==> config.mk <==
export PLATFORM = sky130hd
export DESIGN_NAME = lbcc_cell
export DESIGN_NICKNAME = d
export VERILOG_FILES = /design/src/rtl/core/lbcc_pkg.sv /design/src/rtl/core/lbcc_cell.sv
export SDC_FILE = /design/constraint.sdc
export NUM_CORES = 1
export LEC_CHECK = 0
export BUFFER_PORTS_ARGS = -buffer_cell sky130_fd_sc_hd__buf_2
export CAP_MARGIN = 20
export CORE_MARGIN = 3
export CORE_UTILIZATION = 41
export CTS_BUF_LIST = sky130_fd_sc_hd__clkbuf_16
export CTS_CLUSTER_DIAMETER = 50
export DETAILED_ROUTE_END_ITERATION = 12
export GPL_TIMING_DRIVEN = 1
export MAX_ROUTING_LAYER = met4
export PLACE_DENSITY = 0.8
export SYNTH_ARGS = -nofsm -noshare
export SYNTH_HDL_FRONTEND = slang
export SYNTH_SLANG_ARGS = --single-unit
export TNS_END_PERCENT = 10
==> constraint.sdc <==
create_clock -name clk -period 2.6 [get_ports clk]
set_input_delay 0.26 -clock clk [delete_from_list [all_inputs] [get_ports clk]]
set_output_delay 0.26 -clock clk [all_outputs]
set_load 0.05 [all_outputs]
==> src/rtl/core/lbcc_pkg.sv <==
// ----------------------------------------------------------------------------
// Line box collision check package
// Shared constants, command codes and control bundles for the collision check.
// ----------------------------------------------------------------------------
`default_nettype none

package lbcc_pkg;

	// Default sizes for the top-level parameters.
	localparam int MAX_OBSTACLES_DEF = 64;
	localparam int COORD_BITS_DEF    = 12;

	// Fixed field widths.
	localparam int SLOT_BITS  = 6;
	localparam int COUNT_BITS = 7;

	// Item commands.
	localparam logic CMD_LOAD  = 1'b0;
	localparam logic CMD_QUERY = 1'b1;

	// Control for one box cell of the ring.
	typedef struct packed {
		logic load;
		logic shift;
	} cell_ctl_t;

	// Control for the line evaluator.
	typedef struct packed {
		logic clear;
		logic valid;
	} eval_ctl_t;

endpackage : lbcc_pkg

`default_nettype wire

==> src/rtl/core/lbcc_cell.sv <==
// ----------------------------------------------------------------------------
// Box cell
// Holds one obstacle box; loads it from an item or takes its neighbor's box.
// ----------------------------------------------------------------------------
`default_nettype none

module lbcc_cell #(
	parameter int COORD_BITS = lbcc_pkg::COORD_BITS_DEF
) (
	input  wire                      clk,
	input  lbcc_pkg::cell_ctl_t      ctl,
	input  wire  [4*COORD_BITS-1:0]  load_box,
	input  wire  [4*COORD_BITS-1:0]  next_box,
	output logic [4*COORD_BITS-1:0]  box
);
	import lbcc_pkg::*;

	logic [4*COORD_BITS-1:0] box_q;

	// Loads only happen while the ring is at rest, so the two never meet; the
	// box simply holds when neither is asked for.
	always_ff @(posedge clk) begin
		if (ctl.load) begin
			box_q <= load_box;
		end else if (ctl.shift) begin
			box_q <= next_box;
		end
	end

	assign box = box_q;

endmodule : lbcc_cell

`default_nettype wire

==> impl_metrics.yaml <==
run_status:
  status: "finished clean"
setup_path:
  crit_path_start: "box[41]$_DFFE_PP_"
  slowest_stage: "edfxtp_1"
  critPathCapture: "box[41]"
  cp_max_fo: 1
  slowest_delay_ns: 0.38
  worstSetupEndpointType: "primary output"
  path_buf_inv: 1
  critical_path_depth: 1
  path_class: "reg2out"
  critPathTopFamily: "flip-flops"
  worstPathArrival_ns: 0.89
  crit_path_start_kind: "flip-flop"
  worstPathRequired_ns: 2.34
  path_cells: "buf_2"
die:
  design.core.area_um2: 4790
  initial_utilization_pct: 43.2
  rows: 25
  die_area_um2: 5930
  num_io_pins: 147
  die_w_um: 77
  die_h_um: 77
sta:
  period_minus_slack_ns: 1.15
  hold_viol_final: 0
  relSlewSlack_pct: 69.9
  rsz0062_at_grt: "no"
  post-route-period-util_pct: 44.0
  worst_pin_slew_ns: 0.452
  fmaxAchievable_mhz: 873
  fin_tns_setup_ns: 0
  setup_viol: 0
  maxSlewViolCount: 0
global_route:
  grt_pass1_wl_mm: 7.31
  grt_max_degree: 31
  grt_pass1_vias: 1582
  track_usage_pct: 16.7
  grt_antenna_before_repair: 0
  grt-ovfl-total: 0
clock_network:
  cts-root-buf: "clkbuf_16"
  h-tree-depth: 2
  cts_tree: "built"
  cts.path.max_buffers: 2
  post_cts_resized: 0
  holdBufCountCts: 0
  cts_buffers: 5
  clk_pin_slew_ns: 0.06
  cts_setup_buffers: 0
  cts.sinks: 48
synth:
  synth_area_um2: 2070
  ys_ff_latch: 48
  syn_area_per_cell_um2: 20.3
  synthCells: 102
  yosysWarnings: 0
  synth.distinct_cells: 6
  synth_nets: 201
  ys_seq_area_share_pct: 69.7
worst_hold_path:
  hp-class: "in2reg"
layout:
  fin_area_um2: 3010
  nets: 352
  utilization_pct: 62.8
  largest_register_ffs: 48
  syn_to_final_growth_pct: 45.5
  layout-drive-gt1-share_pct: 79.9
  n_antenna_cell: 0
placed_design:
  port-buffer-count: 146
  dpl_cell_area_um2: 2870
  gp_congestion: 0.716
pwr:
  power_density_nw_per_um2: 706
  peakVddDrop_mv: 0.503
  leakage_nw: 1.39
routing:
  drc: 0
  antenna_left: 0
  vias: 1420
  firstDrtPassIters: 2
  wire_per_inst_um: 14.4
  first_iter_violations: 32
  routed_via_density: 4.42
  wl_mm: 4.64
run:
  cap_violations: 0
-- worst min-delay path by stage --
stage | start | endpoint | depth (start not counted)
final | load_box[38] | box[38]$_DFFE_PP_ | 2
after global routing | next_box[30] | box[30]$_DFFE_PP_ | 2
after CTS | next_box[36] | box[36]$_DFFE_PP_ | 2
after detailed placement | load_box[35] | box[35]$_DFFE_PP_ | 2
after global placement | next_box[39] | box[39]$_DFFE_PP_ | 2
after floorplan | load_box[36] | box[36]$_DFFE_PP_ | 1
-- through the flow --
step	instances	worst slack (ns)	hold WS, ns	total power, W
after floorplan	102	0.538	0.477	0.00139
after global placement	313	1.22	0.561	0.00155
after detailed placement	313	1.21	0.564	0.00155
after CTS	321	1.44	0.267	0.00215
after global routing	321	1.40	0.266	0.00221
final	321	1.45	0.277	0.00212
-- synthesized netlist by cell type (all sizes together) --
cell | count | share of area [%]
or2 | 1 | 0.30
edfxtp | 48 | 70
buf | 5 | 2.2
mux2 | 48 | 28
-- report_power, final --
group          leakage, nW  internal (W)  switching, W
combinational        0.823      0.000170      0.000394
sequential           0.489      0.000950     0.0000183
clock               0.0738      0.000346      0.000246
-- cell families (layout without fill, tap and decap cells) --
group	Yosys count	count (layout)	synth area share, %
flip-flops	48	48	69.7
AND/OR/NAND/NOR	1	1	0.303
buffers and inverters	5	157	2.18
multiplexers	48	48	27.8
-- layout by cell type (no fill, tap or decap) --
cell / netlist / routed
mux2_2: 39 / 39
buf_4: 3 / 2
buf_12: 0 / 1
mux2_4: 9 / 9
or2_2: 0 / 1
edfxtp_1: 48 / 48
inv_1: 0 / 2
clkinv_1: 0 / 1
buf_2: 0 / 146
clkbuf_16: 0 / 5
-- layer usage --
layer,vias to the layer above,global-route usage [%],wire [µm]
li1,702,-,-
met1,624,17.4,1690
met2,88,28.3,2420
met3,6,6.46,457
met4,0,6.94,68
met5,-,-,0
-- layout make-up --
type,count,area [µm²]
fill,381,1780
sequential,48,1440
timing repair buffer,149,766
multi-input combinational,49,581
clock buffer,5,125
tap,67,83.8
clock inverter,3,11.3
(Power assumes the default switching activity.)
