--- src/rtl/core/lbcc_pkg.sv ---
// ----------------------------------------------------------------------------
// Line box collision check package
// Shared constants, command codes and control bundles for the collision check.
// ----------------------------------------------------------------------------
`default_nettype none

package lbcc_pkg;

	// Default sizes for the top-level parameters.
	localparam int MAX_OBSTACLES_DEF = 64;
	localparam int COORD_BITS_DEF    = 12;

	// Fixed field widths.
	localparam int SLOT_BITS  = 6;
	localparam int COUNT_BITS = 7;

	// Item commands.
	localparam logic CMD_LOAD  = 1'b0;
	localparam logic CMD_QUERY = 1'b1;

	// Control for one box cell of the ring.
	typedef struct packed {
		logic load;
		logic shift;
	} cell_ctl_t;

	// Control for the line evaluator.
	typedef struct packed {
		logic clear;
		logic valid;
	} eval_ctl_t;

endpackage : lbcc_pkg

`default_nettype wire

--- src/rtl/core/lbcc_eval.sv ---
// ----------------------------------------------------------------------------
// Line evaluator
// Two-stage check of one box against a line; accumulates a hit flag.
// ----------------------------------------------------------------------------
`default_nettype none

module lbcc_eval #(
	parameter int COORD_BITS = lbcc_pkg::COORD_BITS_DEF
) (
	input  wire                           clk,
	input  wire                           arst_n,
	input  lbcc_pkg::eval_ctl_t           ctl,
	input  wire  signed [COORD_BITS:0]    a,
	input  wire  signed [COORD_BITS:0]    b,
	input  wire  signed [2*COORD_BITS:0]  c,
	input  wire         [4*COORD_BITS-1:0] box,
	output logic                          hit
);
	import lbcc_pkg::*;

	localparam int P_W = 2*COORD_BITS + 2;
	localparam int V_W = 2*COORD_BITS + 3;

	// Box layout is {zmin, xmin, zmax, xmax}, zmin in the top bits.
	logic [COORD_BITS-1:0] zmin, xmin, zmax, xmax;

	logic signed [P_W-1:0] pz_min_s1, pz_max_s1, px_min_s1, px_max_s1;
	logic                  valid_s1;
	logic signed [V_W-1:0] v [4];
	logic [3:0]            neg, pos;
	logic                  straddle;
	logic                  hit_q;

	assign zmin = box[4*COORD_BITS-1:3*COORD_BITS];
	assign xmin = box[3*COORD_BITS-1:2*COORD_BITS];
	assign zmax = box[2*COORD_BITS-1:COORD_BITS];
	assign xmax = box[COORD_BITS-1:0];

	// Stage 1: the four products that the corner values share.
	always_ff @(posedge clk) begin
		pz_min_s1 <= a * $signed({1'b0, zmin});
		pz_max_s1 <= a * $signed({1'b0, zmax});
		px_min_s1 <= b * $signed({1'b0, xmin});
		px_max_s1 <= b * $signed({1'b0, xmax});
	end

	always_ff @(posedge clk or negedge arst_n) begin
		if (!arst_n) begin
			valid_s1 <= 1'b0;
		end else begin
			valid_s1 <= ctl.valid;
		end
	end

	// Stage 2: corner values and their signs.
	always_comb begin
		v[0] = V_W'(pz_min_s1) - V_W'(px_min_s1) + V_W'(c);
		v[1] = V_W'(pz_min_s1) - V_W'(px_max_s1) + V_W'(c);
		v[2] = V_W'(pz_max_s1) - V_W'(px_max_s1) + V_W'(c);
		v[3] = V_W'(pz_max_s1) - V_W'(px_min_s1) + V_W'(c);
		for (int k = 0; k < 4; k++) begin
			neg[k] = v[k][V_W-1];
			pos[k] = !v[k][V_W-1] && (v[k] != '0);
		end
		straddle = (|neg) && (|pos);
	end

	always_ff @(posedge clk or negedge arst_n) begin
		if (!arst_n) begin
			hit_q <= 1'b0;
		end else if (ctl.clear) begin
			hit_q <= 1'b0;
		end else if (valid_s1 && straddle) begin
			hit_q <= 1'b1;
		end
	end

	assign hit = hit_q;

endmodule : lbcc_eval

`default_nettype wire

--- config.mk ---
export PLATFORM = sky130hd
export DESIGN_NAME = lbcc_eval
export DESIGN_NICKNAME = d
export VERILOG_FILES = /design/src/rtl/core/lbcc_pkg.sv /design/src/rtl/core/lbcc_eval.sv
export SDC_FILE = /design/constraint.sdc
export NUM_CORES = 2
export LEC_CHECK = 0
export ABC_AREA = 0
export BUFFER_PORTS_ARGS = -buffer_cell sky130_fd_sc_hd__buf_2
export CAP_MARGIN = 10
export CORE_MARGIN = 2
export CORE_UTILIZATION = 44
export DETAILED_ROUTE_END_ITERATION = 8
export HOLD_SLACK_MARGIN = 0.05
export PLACE_DENSITY = 0.67
export SLEW_MARGIN = 20
export SYNTH_ARGS = -nofsm -noshare
export SYNTH_HDL_FRONTEND = slang
export SYNTH_SLANG_ARGS = --single-unit
--- constraint.sdc ---
create_clock -name clk -period 5.1 [get_ports clk]
set_input_delay 1.02 -clock clk [delete_from_list [all_inputs] [get_ports clk]]
set_output_delay 1.02 -clock clk [all_outputs]
set_load 0.005 [all_outputs]
==> impl_metrics.json <==
{
  "clk_root_buffer_cell": "clkbuf_16",
  "synthFlopType": "dfxtp_1",
  "grt_pass1_vias": 31350,
  "skew_ps": 11.10,
  "cts.clk_slew.worst_paths_ps": 90,
  "synth_top_family_by_area": "adder cells",
  "die_h_um": 288.6,
  "synthAdderAreaFrac_pct": 51.47,
  "r2r_setup_slack_ps": 590,
  "cp.arrival_ps": 5920,
  "synth_fp_nets": 5388,
  "num_vias": 29830,
  "yosysSeqAreaShare_pct": 5.984,
  "crit_chain": "buf_12, buf_8, and2_4, fa_1, inv_2, fa_1, inv_1, fa_1, fa_1, inv_1, fa_1, inv_2, ha_4, a21oi_2, o21ai_4, a41oi_4, a21oi_2, a41o_1, o41ai_4, o2111ai_1, a21oi_1, xor2_1",
  "synthXorXnorAreaFrac_pct": 3.048,
  "criticalPathCategory": "input pin to register",
  "fin_crit_ps": 5610,
  "drcViolationCount": 0,
  "vias_per_cell": 5.007,
  "crit_slowest_cell": "fa_1",
  "clock_path_buffers": 2,
  "reg2reg_from": "pz_max_s1[4]",
  "clk_latency_ps": 390,
  "clock_sinks": 106,
  "core_area_sq_mm": 0.08029,
  "portBuffers": 103,
  "layout_commonest_cell": "inv_1",
  "cp_top_family": "adder cells",
  "initial_core_util_pct": 44.37,
  "crit_fanout": 8,
  "ys_types": 78,
  "grt_use_total_pct": 24.73,
  "antenna_left": 0,
  "synthCells": 4237,
  "status": "finished, violations left",
  "pin_count": 104,
  "nFillCells": 7163,
  "synthSimpleGateAreaFrac_pct": 15.75,
  "wire_per_inst_um": 16.81,
  "tritoncts": "yes",
  "dr.pass1.iters": 5,
  "setup_viol": 41,
  "critPathBufInv": 6,
  "crit_path_end_kind": "register",
  "finalNetCount": 6043,
  "grt-ovfl-total": 0,
  "synth_edf_count": 0,
  "final_cells": 5957,
  "post_dp_cell_area_sq_mm": 0.04221,
  "critical_path_required_ps": 5410,
  "avgSynthCellArea_sq_um": 8.408,
  "max_stage_delay_ps": 520,
  "drive_gt1_share_pct": 22.26,
  "antenna_found_initial": 0,
  "htreeDepth": 3,
  "finalMaxSlewViolations": 0,
  "maxSlewHeadroom_pct": 52.76,
  "diodes": 0,
  "die_area_sq_mm": 0.08326,
  "hpwl_mm": 87.72,
  "yosys_warnings": 0,
  "start_kind": "input pin",
  "syn_area_sq_mm": 0.03563,
  "report.final.hold_viol_count": 0,
  "tightest_slew_ps": 690.8,
  "r2r_end": "hit",
  "cts_buffers": 9,
  "drtIter0Drc": 1636,
  "place.gp.congestion": 0.9899,
  "cpMostUsedCell": "fa_1",
  "stdcell_area_sq_mm": 0.04433,
  "holdBufCountCts": 0,
  "synth_compound_area_share_pct": 9.437,
  "timing.final.crit_share_pct": 110.0,
  "fin_ws_ps": -509.6,
  "grt_pass1_wl_mm": 161.7,
  "reg2reg_depth": 17,
  "synth_seq_cells": 106,
  "hold_ws_ps": 446.7,
  "place_ws_ps": -1069,
  "rsz0062_at_grt": "true",
  "wl_mm": 100.2,
  "synthMuxAreaShare_pct": 0.4847,
  "layout_common_cells": "1137 x inv_1, 680 x fa_1, 622 x buf_4, 399 x nand2_1, 309 x ha_1",
  "die_w_um": 288.6,
  "std_cell_rows": 104,
  "grt_max_degree": 21,
  "dp_cells": 5872,
  "fmax_mhz": 178.3,
  "cap_violations": 0,
  "min_path_type": "input pin to async pin",
  "violations": "setup timing",
  "synthArstFlopShare_pct": 1.887,
  "synthToLayoutAreaGrowth_pct": 24.43
}
[state kept, by name, indices dropped and copies added, names as in the netlist]
signal     cells
pz_min_s1     26
hit            1
valid_s1       1
px_max_s1     26
px_min_s1     26
pz_max_s1     26
[worst max path at each step]
stage,from,end,slack [ps],cells past startpoint
CTS,a[7],pz_min_s1[25],-580,23
detailed placement,b[5],px_min_s1[24],-1070,24
floorplan,b[11],px_max_s1[25],-780,20
global route,a[7],pz_max_s1[25],-690,22
finish,a[7],pz_max_s1[25],-510,22
global placement,b[5],px_min_s1[24],-990,24
[area by class of cell]
class	count	area [sq um]	area share (%)
Multi-Input combinational cell	2819	29980	67.63
Timing Repair Buffer	768	6136	13.84
Inverter	1188	4459	10.06
Sequential cell	106	2132	4.809
Tap cell	1060	1326	2.992
Clock buffer	9	225.2	0.5080
Clock inverter	7	70.07	0.1581
[cell usage after synthesis, types with 28 or more instances]
library cell	count	area, sq um
inv_1	1188	4459
and2_1	308	1927
o21ai_0	99	495.5
a31oi_1	28	175.2
a21o_1	32	240.2
fa_1	696	13930
nand3_1	48	240.2
xnor2_1	93	814.5
and3_1	34	212.7
dfxtp_1	104	2082
nor2_1	120	450.4
nor3_1	51	255.2
a21oi_1	125	625.6
nand2_1	415	1558
nand2b_1	28	175.2
clkbuf_1	124	465.5
xor2_1	31	271.5
ha_1	352	4404
[routing by layer]
layer	share of wire, %	global-route usage, %	up-vias
li1	-	-	14200
met1	43	32.31	14780
met2	50	43.08	674
met3	3.9	1.927	163
met4	3.8	8.860	0
met5	0	0	-
[per-stage QoR]
step | TNS (ps) | utilization [%]
finish | -10140 | 55.21
floorplan | -11720 | -
detailed placement | -37270 | 52.57
CTS | -10470 | 54.29
global placement | -34340 | 52.57
global route | -17650 | 55.21
[logic make-up (layout without fill, tap and decap cells)]
group / count (synthesis) / in the layout
fa+ha+maj: 1048 / 1048
xor+xnor: 124 / 124
buf+inv: 1312 / 1972
simple gates: 1121 / 1121
mux: 17 / 17
flops: 106 / 106
compound gates: 509 / 509
[timing repair]
| item | CTS | global route |
|---|---|---|
| resized for setup | 171 | 170 |
| setup buffers | 64 | 21 |
| cloned | 0 | 0 |
| setup endpoints to repair | 44 | 52 |
| pin swaps | 143 | 122 |
Power is left out: the tool's default activity adds up to more than one toggle a clock period on the data nets, which glitch-free logic cannot reach.
